### src/rtl/ccrv_pkg.sv
// Shared constants, types and the arctangent table of the circular CORDIC block.
package ccrv_pkg;

   localparam int ITERATIONS_DEF   = 16;
   localparam int DATA_WIDTH_DEF   = 16;
   localparam int ANGLE_WIDTH_DEF  = 16;
   localparam int SCALE_STAGES_DEF = 4;

   // angle accumulator always holds Q3.13 within +-(pi/2 + sum of table)
   localparam int ACC_WIDTH = 16;

   localparam int CSR_INDEX_WIDTH = 3;
   localparam int CSR_DATA_WIDTH  = 4;
   localparam int USED_WIDTH      = 3;
   localparam int SHIFT_WIDTH     = 4;
   localparam int SHIFT_REGS      = 4;

   localparam logic [CSR_INDEX_WIDTH-1:0] CSR_STAGES_USED = 3'd0;
   localparam logic [CSR_INDEX_WIDTH-1:0] CSR_SHIFT_A     = 3'd1;
   localparam logic [CSR_INDEX_WIDTH-1:0] CSR_SHIFT_B     = 3'd2;
   localparam logic [CSR_INDEX_WIDTH-1:0] CSR_SHIFT_C     = 3'd3;
   localparam logic [CSR_INDEX_WIDTH-1:0] CSR_SHIFT_D     = 3'd4;

   localparam logic [USED_WIDTH-1:0]  STAGES_USED_RESET = 3'd4;
   localparam logic [SHIFT_WIDTH-1:0] SHIFT_A_RESET     = 4'd2;
   localparam logic [SHIFT_WIDTH-1:0] SHIFT_B_RESET     = 4'd3;
   localparam logic [SHIFT_WIDTH-1:0] SHIFT_C_RESET     = 4'd4;
   localparam logic [SHIFT_WIDTH-1:0] SHIFT_D_RESET     = 4'd7;

   localparam logic signed [ACC_WIDTH-1:0] HALF_PI = 16'sd12868;

   typedef struct packed {
      logic valid;
      logic vec;
   } ctrl_type;

   // round(atan(2^-idx) * 2^13)
   function automatic logic signed [ACC_WIDTH-1:0] atan_entry(input int idx);
      logic signed [ACC_WIDTH-1:0] val;
      case (idx)
         0:       val = 16'sd6434;
         1:       val = 16'sd3798;
         2:       val = 16'sd2007;
         3:       val = 16'sd1019;
         4:       val = 16'sd511;
         5:       val = 16'sd256;
         6:       val = 16'sd128;
         7:       val = 16'sd64;
         8:       val = 16'sd32;
         9:       val = 16'sd16;
         10:      val = 16'sd8;
         11:      val = 16'sd4;
         12:      val = 16'sd2;
         13:      val = 16'sd1;
         default: val = 16'sd0;
      endcase
      return val;
   endfunction

endpackage

### src/rtl/ccrv_if.sv
// Valid/ready channel interfaces: request, response and register write.
interface ccrv_req_if #(
   parameter int DATA_WIDTH  = ccrv_pkg::DATA_WIDTH_DEF,
   parameter int ANGLE_WIDTH = ccrv_pkg::ANGLE_WIDTH_DEF
);
   logic                          valid;
   logic                          ready;
   logic                          command;
   logic signed [ANGLE_WIDTH-1:0] theta;
   logic signed [DATA_WIDTH-1:0]  x_in;
   logic signed [DATA_WIDTH-1:0]  y_in;

   modport source (output valid, command, theta, x_in, y_in, input ready);
   modport sink   (input valid, command, theta, x_in, y_in, output ready);
endinterface

interface ccrv_rsp_if #(
   parameter int DATA_WIDTH  = ccrv_pkg::DATA_WIDTH_DEF,
   parameter int ANGLE_WIDTH = ccrv_pkg::ANGLE_WIDTH_DEF
);
   logic                          valid;
   logic                          ready;
   logic signed [ANGLE_WIDTH-1:0] phase;
   logic signed [DATA_WIDTH-1:0]  x_out;
   logic signed [DATA_WIDTH-1:0]  y_out;

   modport source (output valid, phase, x_out, y_out, input ready);
   modport sink   (input valid, phase, x_out, y_out, output ready);
endinterface

interface ccrv_csr_if;
   logic                                 valid;
   logic                                 ready;
   logic [ccrv_pkg::CSR_INDEX_WIDTH-1:0] index;
   logic [ccrv_pkg::CSR_DATA_WIDTH-1:0]  data;

   modport source (output valid, index, data, input ready);
   modport sink   (input valid, index, data, output ready);
endinterface

### src/rtl/ccrv_rot_cell.sv
// One CORDIC micro-rotation cell with a fixed shift and table entry.
module ccrv_rot_cell #(
   parameter int STEP        = 0,
   parameter int DATA_WIDTH  = ccrv_pkg::DATA_WIDTH_DEF,
   parameter int ANGLE_WIDTH = ccrv_pkg::ANGLE_WIDTH_DEF
) (
   input  logic                                   clock,
   input  logic                                   reset,
   input  logic                                   en,
   input  ccrv_pkg::ctrl_type                     up_ctrl,
   input  logic signed [DATA_WIDTH:0]             up_x,
   input  logic signed [DATA_WIDTH:0]             up_y,
   input  logic signed [ccrv_pkg::ACC_WIDTH-1:0]  up_acc,
   input  logic signed [ANGLE_WIDTH-1:0]          up_target,
   output ccrv_pkg::ctrl_type                     dn_ctrl,
   output logic signed [DATA_WIDTH:0]             dn_x,
   output logic signed [DATA_WIDTH:0]             dn_y,
   output logic signed [ccrv_pkg::ACC_WIDTH-1:0]  dn_acc,
   output logic signed [ANGLE_WIDTH-1:0]          dn_target
);
   localparam int CW = (ANGLE_WIDTH > ccrv_pkg::ACC_WIDTH) ? ANGLE_WIDTH : ccrv_pkg::ACC_WIDTH;
   localparam logic signed [ccrv_pkg::ACC_WIDTH-1:0] ATAN = ccrv_pkg::atan_entry(STEP);

   ccrv_pkg::ctrl_type                    ctrl_ff;
   logic signed [DATA_WIDTH:0]            x_ff, y_ff, x_in, y_in;
   logic signed [ccrv_pkg::ACC_WIDTH-1:0] acc_ff, acc_in;
   logic signed [ANGLE_WIDTH-1:0]         target_ff;
   logic signed [CW-1:0]                  acc_ext, target_ext;
   logic signed [DATA_WIDTH:0]            xs, ys;
   logic                                  ccw;

   always_comb begin
      acc_ext    = CW'(up_acc);
      target_ext = CW'(up_target);
      ccw        = up_ctrl.vec ? up_y[DATA_WIDTH] : (acc_ext < target_ext);
      xs         = up_y >>> STEP;
      ys         = up_x >>> STEP;
      if (ccw) begin
         x_in   = up_x - xs;
         y_in   = up_y + ys;
         acc_in = up_acc + ATAN;
      end else begin
         x_in   = up_x + xs;
         y_in   = up_y - ys;
         acc_in = up_acc - ATAN;
      end
   end

   always_ff @(posedge clock) begin
      if (reset) begin
         ctrl_ff <= '0;
      end else if (en) begin
         ctrl_ff <= up_ctrl;
      end
   end

   always_ff @(posedge clock) begin
      if (en) begin
         x_ff      <= x_in;
         y_ff      <= y_in;
         acc_ff    <= acc_in;
         target_ff <= up_target;
      end
   end

   assign dn_ctrl   = ctrl_ff;
   assign dn_x      = x_ff;
   assign dn_y      = y_ff;
   assign dn_acc    = acc_ff;
   assign dn_target = target_ff;

endmodule

### src/rtl/ccrv_gain_cell.sv
// One gain-correction cell: v - (v >>> shift) on x and y when enabled.
module ccrv_gain_cell #(
   parameter int DATA_WIDTH = ccrv_pkg::DATA_WIDTH_DEF
) (
   input  logic                                   clock,
   input  logic                                   reset,
   input  logic                                   en,
   input  logic                                   apply,
   input  logic [ccrv_pkg::SHIFT_WIDTH-1:0]       shift,
   input  ccrv_pkg::ctrl_type                     up_ctrl,
   input  logic signed [DATA_WIDTH:0]             up_x,
   input  logic signed [DATA_WIDTH:0]             up_y,
   input  logic signed [ccrv_pkg::ACC_WIDTH-1:0]  up_acc,
   output ccrv_pkg::ctrl_type                     dn_ctrl,
   output logic signed [DATA_WIDTH:0]             dn_x,
   output logic signed [DATA_WIDTH:0]             dn_y,
   output logic signed [ccrv_pkg::ACC_WIDTH-1:0]  dn_acc
);
   ccrv_pkg::ctrl_type                    ctrl_ff;
   logic signed [DATA_WIDTH:0]            x_ff, y_ff, x_in, y_in;
   logic signed [ccrv_pkg::ACC_WIDTH-1:0] acc_ff;

   always_comb begin
      if (apply) begin
         x_in = up_x - (up_x >>> shift);
         y_in = up_y - (up_y >>> shift);
      end else begin
         x_in = up_x;
         y_in = up_y;
      end
   end

   always_ff @(posedge clock) begin
      if (reset) begin
         ctrl_ff <= '0;
      end else if (en) begin
         ctrl_ff <= up_ctrl;
      end
   end

   always_ff @(posedge clock) begin
      if (en) begin
         x_ff   <= x_in;
         y_ff   <= y_in;
         acc_ff <= up_acc;
      end
   end

   assign dn_ctrl = ctrl_ff;
   assign dn_x    = x_ff;
   assign dn_y    = y_ff;
   assign dn_acc  = acc_ff;

endmodule

### src/rtl/circular_cordic_rotate_vector.sv
// Top level of the circular CORDIC: pre-rotation, rotation cells, gain cells, output.
//
// Usage:
//   req_ch carries one beat per problem: command (0 rotate toward theta,
//   1 vector x/y onto the x axis), theta (Q3.13), x_in and y_in.
//   rsp_ch returns one beat per request, in order: phase (negated
//   accumulated angle, Q3.13), x_out and y_out, gain-corrected and saturated.
//   csr_ch writes the gain-correction registers (index 0 stage count,
//   1..4 shift amounts); it is always ready. Write only while idle.
// Timing:
//   The row holds one pre-rotation stage, one cell per micro-rotation
//   (ITERATIONS), one cell per gain stage (SCALE_STAGES) and the output
//   register. One beat per cycle is accepted when the output is not
//   stalled; the cell row is a straight pipeline.
// Stall: while rsp_ch holds an untaken beat, the whole row freezes and
//   req_ch.ready drops; no beat is lost or repeated.
// Reset: synchronous; clears all valid bits and loads the register defaults.
module circular_cordic_rotate_vector #(
   parameter int ITERATIONS   = ccrv_pkg::ITERATIONS_DEF,
   parameter int DATA_WIDTH   = ccrv_pkg::DATA_WIDTH_DEF,
   parameter int ANGLE_WIDTH  = ccrv_pkg::ANGLE_WIDTH_DEF,
   parameter int SCALE_STAGES = ccrv_pkg::SCALE_STAGES_DEF
) (
   input  logic        clock,
   input  logic        reset,
   ccrv_req_if.sink    req_ch,
   ccrv_rsp_if.source  rsp_ch,
   ccrv_csr_if.sink    csr_ch
);
   localparam int AW = ccrv_pkg::ACC_WIDTH;
   localparam int CW = (ANGLE_WIDTH > AW) ? ANGLE_WIDTH : AW;
   localparam int NW = (ANGLE_WIDTH > AW + 1) ? ANGLE_WIDTH : AW + 1;
   localparam logic signed [CW-1:0] HALF_PI_EXT = CW'(ccrv_pkg::HALF_PI);

   // ---------------- registers ----------------
   logic [ccrv_pkg::USED_WIDTH-1:0]  used_ff;
   logic [ccrv_pkg::SHIFT_WIDTH-1:0] shift_ff [ccrv_pkg::SHIFT_REGS];

   always_ff @(posedge clock) begin
      if (reset) begin
         used_ff     <= ccrv_pkg::STAGES_USED_RESET;
         shift_ff[0] <= ccrv_pkg::SHIFT_A_RESET;
         shift_ff[1] <= ccrv_pkg::SHIFT_B_RESET;
         shift_ff[2] <= ccrv_pkg::SHIFT_C_RESET;
         shift_ff[3] <= ccrv_pkg::SHIFT_D_RESET;
      end else if (csr_ch.valid) begin
         unique case (csr_ch.index)
            ccrv_pkg::CSR_STAGES_USED: used_ff     <= csr_ch.data[ccrv_pkg::USED_WIDTH-1:0];
            ccrv_pkg::CSR_SHIFT_A:     shift_ff[0] <= csr_ch.data;
            ccrv_pkg::CSR_SHIFT_B:     shift_ff[1] <= csr_ch.data;
            ccrv_pkg::CSR_SHIFT_C:     shift_ff[2] <= csr_ch.data;
            ccrv_pkg::CSR_SHIFT_D:     shift_ff[3] <= csr_ch.data;
            default: ;
         endcase
      end
   end

   assign csr_ch.ready = 1'b1;

   // ---------------- flow control ----------------
   logic rsp_valid_ff;
   logic en;

   assign en           = !rsp_valid_ff || rsp_ch.ready;
   assign req_ch.ready = en;

   // ---------------- pre-rotation ----------------
   ccrv_pkg::ctrl_type            rot_ctrl   [ITERATIONS+1];
   logic signed [DATA_WIDTH:0]    rot_x      [ITERATIONS+1];
   logic signed [DATA_WIDTH:0]    rot_y      [ITERATIONS+1];
   logic signed [AW-1:0]          rot_acc    [ITERATIONS+1];
   logic signed [ANGLE_WIDTH-1:0] rot_target [ITERATIONS+1];

   ccrv_pkg::ctrl_type            pre_ctrl_ff, pre_ctrl_in;
   logic signed [DATA_WIDTH:0]    pre_x_ff, pre_y_ff, pre_x_in, pre_y_in;
   logic signed [AW-1:0]          pre_acc_ff, pre_acc_in;
   logic signed [ANGLE_WIDTH-1:0] pre_target_ff;
   logic signed [CW-1:0]          tgt_ext;
   logic signed [DATA_WIDTH:0]    x0, y0;
   logic                          x_neg, y_pos, turn_cw, turn_ccw;

   always_comb begin
      tgt_ext = CW'(req_ch.theta);
      x0      = (DATA_WIDTH+1)'(req_ch.x_in);
      y0      = (DATA_WIDTH+1)'(req_ch.y_in);
      x_neg   = x0[DATA_WIDTH];
      y_pos   = !y0[DATA_WIDTH] && (|y0);
      if (req_ch.command) begin
         turn_cw  = x_neg && y_pos;
         turn_ccw = x_neg;
      end else begin
         turn_cw  = tgt_ext < -HALF_PI_EXT;
         turn_ccw = tgt_ext > HALF_PI_EXT;
      end
      if (turn_cw) begin
         pre_acc_in = -ccrv_pkg::HALF_PI;
         pre_x_in   = y0;
         pre_y_in   = -x0;
      end else if (turn_ccw) begin
         pre_acc_in = ccrv_pkg::HALF_PI;
         pre_x_in   = -y0;
         pre_y_in   = x0;
      end else begin
         pre_acc_in = '0;
         pre_x_in   = x0;
         pre_y_in   = y0;
      end
      pre_ctrl_in.valid = req_ch.valid;
      pre_ctrl_in.vec   = req_ch.command;
   end

   always_ff @(posedge clock) begin
      if (reset) begin
         pre_ctrl_ff <= '0;
      end else if (en) begin
         pre_ctrl_ff <= pre_ctrl_in;
      end
   end

   always_ff @(posedge clock) begin
      if (en) begin
         pre_x_ff      <= pre_x_in;
         pre_y_ff      <= pre_y_in;
         pre_acc_ff    <= pre_acc_in;
         pre_target_ff <= req_ch.theta;
      end
   end

   assign rot_ctrl[0]   = pre_ctrl_ff;
   assign rot_x[0]      = pre_x_ff;
   assign rot_y[0]      = pre_y_ff;
   assign rot_acc[0]    = pre_acc_ff;
   assign rot_target[0] = pre_target_ff;

   // ---------------- micro-rotation cells ----------------
   for (genvar i = 0; i < ITERATIONS; i++) begin : g_rot
      ccrv_rot_cell #(
         .STEP        (i),
         .DATA_WIDTH  (DATA_WIDTH),
         .ANGLE_WIDTH (ANGLE_WIDTH)
      ) u_cell (
         .clock     (clock),
         .reset     (reset),
         .en        (en),
         .up_ctrl   (rot_ctrl[i]),
         .up_x      (rot_x[i]),
         .up_y      (rot_y[i]),
         .up_acc    (rot_acc[i]),
         .up_target (rot_target[i]),
         .dn_ctrl   (rot_ctrl[i+1]),
         .dn_x      (rot_x[i+1]),
         .dn_y      (rot_y[i+1]),
         .dn_acc    (rot_acc[i+1]),
         .dn_target (rot_target[i+1])
      );
   end

   // ---------------- gain-correction cells ----------------
   ccrv_pkg::ctrl_type         gain_ctrl [SCALE_STAGES+1];
   logic signed [DATA_WIDTH:0] gain_x    [SCALE_STAGES+1];
   logic signed [DATA_WIDTH:0] gain_y    [SCALE_STAGES+1];
   logic signed [AW-1:0]       gain_acc  [SCALE_STAGES+1];

   assign gain_ctrl[0] = rot_ctrl[ITERATIONS];
   assign gain_x[0]    = rot_x[ITERATIONS];
   assign gain_y[0]    = rot_y[ITERATIONS];
   assign gain_acc[0]  = rot_acc[ITERATIONS];

   for (genvar k = 0; k < SCALE_STAGES; k++) begin : g_gain
      logic stage_on;
      // a count above SCALE_STAGES still enables every stage present
      assign stage_on = used_ff > ccrv_pkg::USED_WIDTH'(k);

      ccrv_gain_cell #(
         .DATA_WIDTH (DATA_WIDTH)
      ) u_cell (
         .clock   (clock),
         .reset   (reset),
         .en      (en),
         .apply   (stage_on),
         .shift   (shift_ff[k]),
         .up_ctrl (gain_ctrl[k]),
         .up_x    (gain_x[k]),
         .up_y    (gain_y[k]),
         .up_acc  (gain_acc[k]),
         .dn_ctrl (gain_ctrl[k+1]),
         .dn_x    (gain_x[k+1]),
         .dn_y    (gain_y[k+1]),
         .dn_acc  (gain_acc[k+1])
      );
   end

   // ---------------- saturation and output register ----------------
   logic signed [NW-1:0]          neg_acc;
   logic signed [ANGLE_WIDTH-1:0] angle_sat;
   logic signed [DATA_WIDTH:0]    x_last, y_last;
   logic signed [DATA_WIDTH-1:0]  x_sat, y_sat;
   logic signed [ANGLE_WIDTH-1:0] phase_ff;
   logic signed [DATA_WIDTH-1:0]  x_out_ff, y_out_ff;
   logic [NW-ANGLE_WIDTH:0]       neg_top;

   always_comb begin
      neg_acc = -(NW'(gain_acc[SCALE_STAGES]));
      neg_top = neg_acc[NW-1:ANGLE_WIDTH-1];
      if ((&neg_top) || !(|neg_top)) begin
         angle_sat = neg_acc[ANGLE_WIDTH-1:0];
      end else if (neg_acc[NW-1]) begin
         angle_sat = {1'b1, {(ANGLE_WIDTH-1){1'b0}}};
      end else begin
         angle_sat = {1'b0, {(ANGLE_WIDTH-1){1'b1}}};
      end

      x_last = gain_x[SCALE_STAGES];
      y_last = gain_y[SCALE_STAGES];
      if (x_last[DATA_WIDTH] == x_last[DATA_WIDTH-1]) begin
         x_sat = x_last[DATA_WIDTH-1:0];
      end else begin
         x_sat = {x_last[DATA_WIDTH], {(DATA_WIDTH-1){!x_last[DATA_WIDTH]}}};
      end
      if (y_last[DATA_WIDTH] == y_last[DATA_WIDTH-1]) begin
         y_sat = y_last[DATA_WIDTH-1:0];
      end else begin
         y_sat = {y_last[DATA_WIDTH], {(DATA_WIDTH-1){!y_last[DATA_WIDTH]}}};
      end
   end

   always_ff @(posedge clock) begin
      if (reset) begin
         rsp_valid_ff <= 1'b0;
      end else if (en) begin
         rsp_valid_ff <= gain_ctrl[SCALE_STAGES].valid;
      end
   end

   always_ff @(posedge clock) begin
      if (en) begin
         phase_ff <= angle_sat;
         x_out_ff <= x_sat;
         y_out_ff <= y_sat;
      end
   end

   assign rsp_ch.valid = rsp_valid_ff;
   assign rsp_ch.phase = phase_ff;
   assign rsp_ch.x_out = x_out_ff;
   assign rsp_ch.y_out = y_out_ff;

   // ---------------- assertions ----------------
   logic [ITERATIONS:0] rot_valid_vec;
   always_comb begin
      for (int n = 0; n <= ITERATIONS; n++) begin
         rot_valid_vec[n] = rot_ctrl[n].valid;
      end
   end

   a_reset_clears: assert property (@(posedge clock) reset |=> !rsp_valid_ff)
      else $error("output valid not cleared by reset");

   a_accept_enters: assert property (@(posedge clock) disable iff (reset)
      (req_ch.valid && req_ch.ready) |=> rot_ctrl[0].valid)
      else $error("accepted beat missing from pre-rotation stage");

   a_stall_freezes: assert property (@(posedge clock) disable iff (reset)
      !en |=> $stable(rot_valid_vec))
      else $error("rotation cells moved during a stall");

   a_rsp_source: assert property (@(posedge clock) disable iff (reset)
      $rose(rsp_valid_ff) |-> $past(gain_ctrl[SCALE_STAGES].valid))
      else $error("response beat without an item in the last cell");

endmodule
### src/flat_wrapper.sv
// flat-port wrapper written by rule: the top's interface ports become plain ports
module circular_cordic_rotate_vector_flat 
#(
   parameter int ITERATIONS   = ccrv_pkg::ITERATIONS_DEF,
   parameter int DATA_WIDTH   = ccrv_pkg::DATA_WIDTH_DEF,
   parameter int ANGLE_WIDTH  = ccrv_pkg::ANGLE_WIDTH_DEF,
   parameter int SCALE_STAGES = ccrv_pkg::SCALE_STAGES_DEF
)
  (clock, reset, req_ch_valid, req_ch_command, req_ch_theta, req_ch_x_in, req_ch_y_in, req_ch_ready, rsp_ch_valid, rsp_ch_phase, rsp_ch_x_out, rsp_ch_y_out, rsp_ch_ready, csr_ch_valid, csr_ch_index, csr_ch_data, csr_ch_ready);
  ccrv_req_if #(.DATA_WIDTH(DATA_WIDTH), .ANGLE_WIDTH(ANGLE_WIDTH)) req_ch_i ();
  ccrv_rsp_if #(.DATA_WIDTH(DATA_WIDTH), .ANGLE_WIDTH(ANGLE_WIDTH)) rsp_ch_i ();
  ccrv_csr_if csr_ch_i ();
  input  logic clock;
  input  logic reset;
  input wire logic [$bits(req_ch_i.valid)-1:0] req_ch_valid;
  input wire logic [$bits(req_ch_i.command)-1:0] req_ch_command;
  input wire logic [$bits(req_ch_i.theta)-1:0] req_ch_theta;
  input wire logic [$bits(req_ch_i.x_in)-1:0] req_ch_x_in;
  input wire logic [$bits(req_ch_i.y_in)-1:0] req_ch_y_in;
  output wire logic [$bits(req_ch_i.ready)-1:0] req_ch_ready;
  output wire logic [$bits(rsp_ch_i.valid)-1:0] rsp_ch_valid;
  output wire logic [$bits(rsp_ch_i.phase)-1:0] rsp_ch_phase;
  output wire logic [$bits(rsp_ch_i.x_out)-1:0] rsp_ch_x_out;
  output wire logic [$bits(rsp_ch_i.y_out)-1:0] rsp_ch_y_out;
  input wire logic [$bits(rsp_ch_i.ready)-1:0] rsp_ch_ready;
  input wire logic [$bits(csr_ch_i.valid)-1:0] csr_ch_valid;
  input wire logic [$bits(csr_ch_i.index)-1:0] csr_ch_index;
  input wire logic [$bits(csr_ch_i.data)-1:0] csr_ch_data;
  output wire logic [$bits(csr_ch_i.ready)-1:0] csr_ch_ready;
  assign req_ch_i.valid = req_ch_valid;
  assign req_ch_i.command = req_ch_command;
  assign req_ch_i.theta = req_ch_theta;
  assign req_ch_i.x_in = req_ch_x_in;
  assign req_ch_i.y_in = req_ch_y_in;
  assign req_ch_ready = req_ch_i.ready;
  assign rsp_ch_valid = rsp_ch_i.valid;
  assign rsp_ch_phase = rsp_ch_i.phase;
  assign rsp_ch_x_out = rsp_ch_i.x_out;
  assign rsp_ch_y_out = rsp_ch_i.y_out;
  assign rsp_ch_i.ready = rsp_ch_ready;
  assign csr_ch_i.valid = csr_ch_valid;
  assign csr_ch_i.index = csr_ch_index;
  assign csr_ch_i.data = csr_ch_data;
  assign csr_ch_ready = csr_ch_i.ready;
  circular_cordic_rotate_vector #(.ITERATIONS(ITERATIONS), .DATA_WIDTH(DATA_WIDTH), .ANGLE_WIDTH(ANGLE_WIDTH), .SCALE_STAGES(SCALE_STAGES)) u_core (.clock(clock), .reset(reset), .req_ch(req_ch_i), .rsp_ch(rsp_ch_i), .csr_ch(csr_ch_i));
endmodule
### config.mk
export PLATFORM = sky130hd
export DESIGN_NAME = circular_cordic_rotate_vector_flat
export DESIGN_NICKNAME = d
export VERILOG_FILES = /design/src/rtl/ccrv_pkg.sv /design/src/rtl/ccrv_if.sv /design/src/rtl/ccrv_rot_cell.sv /design/src/rtl/ccrv_gain_cell.sv /design/src/rtl/circular_cordic_rotate_vector.sv /design/src/flat_wrapper.sv
export SDC_FILE = /design/constraint.sdc
export NUM_CORES = 2
export LEC_CHECK = 0
export BUFFER_PORTS_ARGS = -buffer_cell sky130_fd_sc_hd__buf_2
export CORE_ASPECT_RATIO = 1.5
export CORE_MARGIN = 2
export CORE_UTILIZATION = 40
export CTS_CLUSTER_SIZE = 24
export DETAILED_ROUTE_END_ITERATION = 10
export HOLD_SLACK_MARGIN = 0.05
export SYNTH_ARGS = -nofsm -noshare
export SYNTH_HDL_FRONTEND = slang
export SYNTH_SLANG_ARGS = --single-unit
### constraint.sdc
create_clock -name clock -period 49.8 [get_ports clock]
set_input_delay 4.98 -clock clock [delete_from_list [all_inputs] [get_ports clock]]
set_output_delay 4.98 -clock clock [all_outputs]
set_load 0.02 [all_outputs]
# After elaboration in Yosys (flattened, before gate mapping)
# Memory sizes are Yosys's and may differ from the RTL's.
# Index checks and enable logic that the tools add are counted.
# op_classes
add_sub_neg	102
n_lt_le_gt_ge	22
eq_ne	6
shifts	8
n_mux	103
bitwise_logic	4
reduce_logical	14
# op_table
op	n
17-bit two-way mux	44
16-bit two-way mux	18
16-bit < comparator	16
17-bit subtractor	10
17-bit by 4-bit >>> shifter with 17-bit output	8
16-bit negation with 17-bit output	3
1-bit two-way mux	36
17-bit by 10-bit adder with 17-bit output	2
17-bit by 11-bit adder with 17-bit output	2
17-bit by 12-bit adder with 17-bit output	2
17-bit by 13-bit adder with 17-bit output	2
17-bit by 14-bit adder with 17-bit output	2
17-bit by 15-bit adder with 17-bit output	2
17-bit by 16-bit adder with 17-bit output	2
17-bit by 2-bit adder with 17-bit output	2
17-bit by 3-bit adder with 17-bit output	2
17-bit by 4-bit adder with 17-bit output	2
17-bit by 5-bit adder with 17-bit output	2
17-bit by 6-bit adder with 17-bit output	2
17-bit by 7-bit adder with 17-bit output	2
17-bit by 8-bit adder with 17-bit output	2
17-bit by 9-bit adder with 17-bit output	2
17-bit by 10-bit subtractor with 17-bit output	2
17-bit by 11-bit subtractor with 17-bit output	2
other kinds (58)	90
# word_totals
reg_bits	1395
mem_bits_rw	16
word_cells	381
memories	1
# mem_list
memory	depth	width	read_ports	rd_clocked_by_memory_dff	write_ports	line_no	rtl
u_core.shift_ff	4	4	4	0	4	circular_cordic_rotate_vector.sv:37	logic [ccrv_pkg::SHIFT_WIDTH-1:0] shift_ff [ccrv_pkg::SHIFT_REGS];

# Longest topological paths before layout
# logic_depth
ltp_word	6
depth_mapped	28

# Modules after synthesis
# From an unflattened synthesis, not the netlist that was laid out.
# hier_totals
hier_cells	10332
hier_area_um2	105002.0
# modules_own_cells
module	instances	cells_each	area_each_um2
ccrv_gain_cell (u_core.g_gain[0].u_cell ...)	2	544	5021.1
circular_cordic_rotate_vector	1	504	6033.3
ccrv_rot_cell (u_core.g_rot[0].u_cell)	1	621	5685.5
ccrv_rot_cell (u_core.g_rot[4].u_cell)	1	559	5401.4
ccrv_rot_cell (u_core.g_rot[3].u_cell)	1	524	5196.2
ccrv_rot_cell (u_core.g_rot[2].u_cell)	1	527	5181.2
ccrv_rot_cell (u_core.g_rot[1].u_cell)	1	519	5180.0
ccrv_rot_cell (u_core.g_rot[11].u_cell)	1	471	5004.8
ccrv_rot_cell (u_core.g_rot[12].u_cell)	1	490	5001.0
ccrv_rot_cell (u_core.g_rot[13].u_cell)	1	476	4952.2
ccrv_rot_cell (u_core.g_rot[9].u_cell)	1	471	4949.7
ccrv_rot_cell (u_core.g_rot[10].u_cell)	1	466	4904.7
ccrv_rot_cell (u_core.g_rot[6].u_cell)	1	461	4887.2
ccrv_gain_cell (u_core.g_gain[2].u_cell)	1	526	4880.9
6 more rows	-	-	-

# Least setup slack after synthesis
# OpenSTA, ideal clock, no wires.
# synth_timing
path_kind	input-to-output
startpoint	input rsp_ch_ready
endpoint	output req_ch_ready
t_arrival_ns	40.998
required_time_ns	44.820
path_slack_ns	3.822
cell_stages	3
path_buffers	1
cell_sequence	nor2b_1 -> inv_1 -> clkbuf_1
# synth_via
elab_chain_cells	1
# synth_rtl
element	line_no	rtl
from (decl)	flat_wrapper.sv:25	input wire logic [$bits(rsp_ch_i.ready)-1:0] rsp_ch_ready;
1-bit logical OR	circular_cordic_rotate_vector.sv:64	assign en = !rsp_valid_ff || rsp_ch.ready;
to (decl)	flat_wrapper.sv:20	output wire logic [$bits(req_ch_i.ready)-1:0] req_ch_ready;
# Every way passes these cells.

# Final worst setup path
# Same ends and word-level chain as after synthesis.

==> results.py <==
metrics = {
    "run_status": {
        "status": "complete, but fails checks",
        "failed_checks": "capacitance limit, slew limit",
    },
    "clocking": {
        "cts-root-buf": "clkbuf_16",
        "clk_pin_slew_ps": 60,
        "cts_setup_buffers": 0,
        "clockBufferDepth": 4,
        "cts_sinks": 1375,
        "cts_tree": "done",
        "numCtsBuffers": 157,
        "clkLatencyLatePin_ps": 870,
        "cts_hold_buf": 0,
        "htree_levels": 4,
        "cts_resized": 0,
    },
    "final_layout": {
        "nets": 10800,
        "multi_input_area_um2": 51300,
        "final_common_cell": "edfxtp_1",
        "post_route_cells_drive_above_1_share": 0.0615,
        "final_cell_mix": "edfxtp_1 (1334), ha_1 (1083), nand2_1 (899)",
        "design_area_um2": 105000,
        "fillers": 22400,
        "regArea_um2": 40900,
        "syn2layout_area_growth_pct": 9.64,
        "finalNonFillerCells": 12800,
    },
    "setup_path": {
        "cp_common_cell": "buf_2",
        "critPathRequiredTime_ps": 44820,
        "regToRegSetupSlack_ps": 42820,
        "path_cells": "buf_2 > nor2b_4 > buf_4 > inv_8 > buf_2",
        "crit_path_start": "rsp_ch_ready",
        "critical_path.startpoint_type": "input pin",
        "r2r_cells": 28,
        "worstPathMaxFanout": 67,
        "critPathSlowestCell": "buf_4",
        "arrival_ps": 6400,
        "r2r-start": "u_core.g_rot[4].u_cell.dn_target[2]",
        "endpoint_kind": "output port",
        "r2r-end": "u_core.g_rot[5].u_cell.dn_y[15]",
        "worst_path_largest_cell_delay_ps": 420,
        "endpoint": "req_ch_ready",
        "crit_type": "in -> out",
    },
    "global_routing": {
        "grt.total_usage": 0.185,
        "grt-ovfl-total": 0,
        "busiest_layer": "met2",
        "antenna_found_initial": 1,
        "grt_pass1_wl_mm": 363,
        "grt_pass1_vias": 71200,
        "met1_usage": 0.157,
        "grt_use_met2": 0.382,
        "grt_max_degree": 222,
        "use_met3": 0.0206,
    },
    "sta": {
        "rsz0062_at_grt": "false",
        "drv_slew": 2,
        "setup_slack_ps": 38420,
        "hold_viol": 0,
        "min_period_ps": 11380,
        "skew_ps": 131,
        "fin_tns_setup_ps": 0,
        "finalCritPeriodShare": 0.229,
        "slew_headroom": -0.0196,
        "worst_slew_pin_slew_ps": 1520,
        "max_freq_ghz": 0.0879,
        "finalSetupViolations": 0,
    },
    "place": {
        "dp_hpwl_mm": 181,
        "place_congestion": 0.905,
        "port_buffers": 110,
        "dpl.cell_count": 12600,
        "placed_cell_area_um2": 100000,
        "dp_slack_ps": 38450,
    },
    "logic_synthesis": {
        "synth-adder-area-share": 0.153,
        "synthXorXnorAreaFrac": 0.0799,
        "synth-compound-area-share": 0.148,
        "synth_area_um2": 96000,
        "synth_cell_types": 90,
        "synthArstFlopShare": 0,
        "ys.flop_type": "edfxtp_1",
        "synth_edf_count": 1334,
        "yosys-mux-area-fraction": 0.0347,
        "yosysSeqAreaShare": 0.426,
        "syn_nets": 10700,
        "ys_warn_count": 0,
        "yosys.area_share.simple": 0.117,
        "synth_seq_cells": 1375,
        "postSynthAreaPerCell_um2": 10.1,
        "synthesis.instances": 9479,
        "synth_top_family_by_area": "adder cells",
    },
    "routing": {
        "vias": 69300,
        "ant_nets": 0,
        "postRouteWirelength_mm": 230,
        "viasPerCell": 5.40,
        "drc": 0,
        "post_drt_wl_per_cell_um": 17.9,
        "detailedRoute.firstPassIterationCount": 6,
        "drt_iter0_markers": 3019,
    },
    "hold_path": {
        "hold_class": "reg -> reg",
    },
    "die": {
        "core_region_area_um2": 239000,
        "die_w_um": 404,
        "die_area_um2": 244000,
        "initial_core_util": 0.402,
        "io_pins": 112,
        "die_h_um": 604,
        "rows": 220,
    },
    "job": {
        "max_cap_violations": 1,
    },
}
[worst max-delay path, delay by kind of cell]
family,cells,cell delay (ps)
and+or+nand+nor,1,110
buffers and inverters,4,1180
[metrics by stage]
stage	utilization	hold slack [ps]
final	0.440	413
after global routing	0.440	422
after CTS	0.440	410
after global placement	0.419	402
after detailed placement	0.419	405
after floorplan	-	400
[cell families (layout without fill, tap and decap cells)]
logic type	Yosys count	count (layout)
flops	1375	1375
other cells	1	3
fa+ha+maj	1146	1146
mux	285	285
compound gates	2282	2282
simple gates	2471	2471
buf+inv	1048	1294
xor+xnor	871	871
[flip-flops by register name, indices dropped and copies added, names as in the netlist, 16 cells and up]
register	cells
u_core.g_rot.u_cell.dn_x	272
u_core.g_rot.u_cell.dn_y	271
u_core.g_rot.u_cell.dn_target	240
u_core.g_rot.u_cell.dn_acc	238
u_core.g_gain.u_cell.dn_x	68
u_core.g_gain.u_cell.dn_y	68
u_core.g_gain.u_cell.dn_acc	60
u_core.g_rot.u_cell.dn_ctrl	31
u_core.pre_x_ff	17
u_core.pre_y_ff	17
u_core.pre_target_ff	16
u_core.rsp_ch.phase	16
u_core.rsp_ch.x_out	16
u_core.rsp_ch.y_out	16
u_core.shift_ff	16
[metal layers]
layer  wire length, um  share of wire
met1             73600           0.32
met5                 0              0
met2            130000           0.57
met4             19700          0.086
met3              6230          0.027
[worst min path at each step]
stage,from,endpoint,slack [ps],depth (start not counted)
after floorplan,u_core.g_rot[15].u_cell.dn_acc[10],u_core.g_gain[0].u_cell.dn_acc[10],400,0
after global placement,u_core.g_rot[7].u_cell.dn_target[0],u_core.g_rot[8].u_cell.dn_target[0],400,0
after detailed placement,u_core.g_rot[15].u_cell.dn_acc[12],u_core.g_gain[0].u_cell.dn_acc[12],400,0
after CTS,u_core.g_rot[5].u_cell.dn_target[11],u_core.g_rot[6].u_cell.dn_target[11],410,0
after global routing,u_core.g_rot[5].u_cell.dn_target[0],u_core.g_rot[6].u_cell.dn_target[0],420,0
final,u_core.g_rot[15].u_cell.dn_acc[12],u_core.g_gain[0].u_cell.dn_acc[12],410,0
[cells in the mapped netlist (47+ instances only)]
cell type,count,area [um2]
a21o_1,260,1950
xor2_1,255,2230
edfxtp_1,1334,40100
nor2b_1,133,832
xnor2_1,613,5370
nand2b_1,135,845
inv_1,830,3120
nor2_1,675,2530
mux2i_1,157,1570
nor4_1,47,294
a21boi_0,94,706
fa_1,53,1060
mux2_2,100,1130
nand2_1,899,3370
o21a_1,127,953
o31ai_1,76,571
o21ai_0,638,3190
clkbuf_1,181,679
o21bai_1,71,533
or3_1,69,432
ha_1,1083,13600
nand3_1,142,711
nor3_1,165,826
a21oi_1,649,3250
[final cells by class]
class | instances | share of cell area
Sequential cell | 1375 | 0.388
Timing Repair Buffer | 180 | 0.0107
Inverter | 840 | 0.0300
Clock buffer | 190 | 0.0398
Tap cell | 3108 | 0.0369
Multi-Input combinational cell | 7056 | 0.487
Antenna cell | 2 | 0.0000475
Clock inverter | 84 | 0.00745
Power is left out: the tool's default activity adds up to more than one toggle a clock period on the data nets, which glitch-free logic cannot reach.
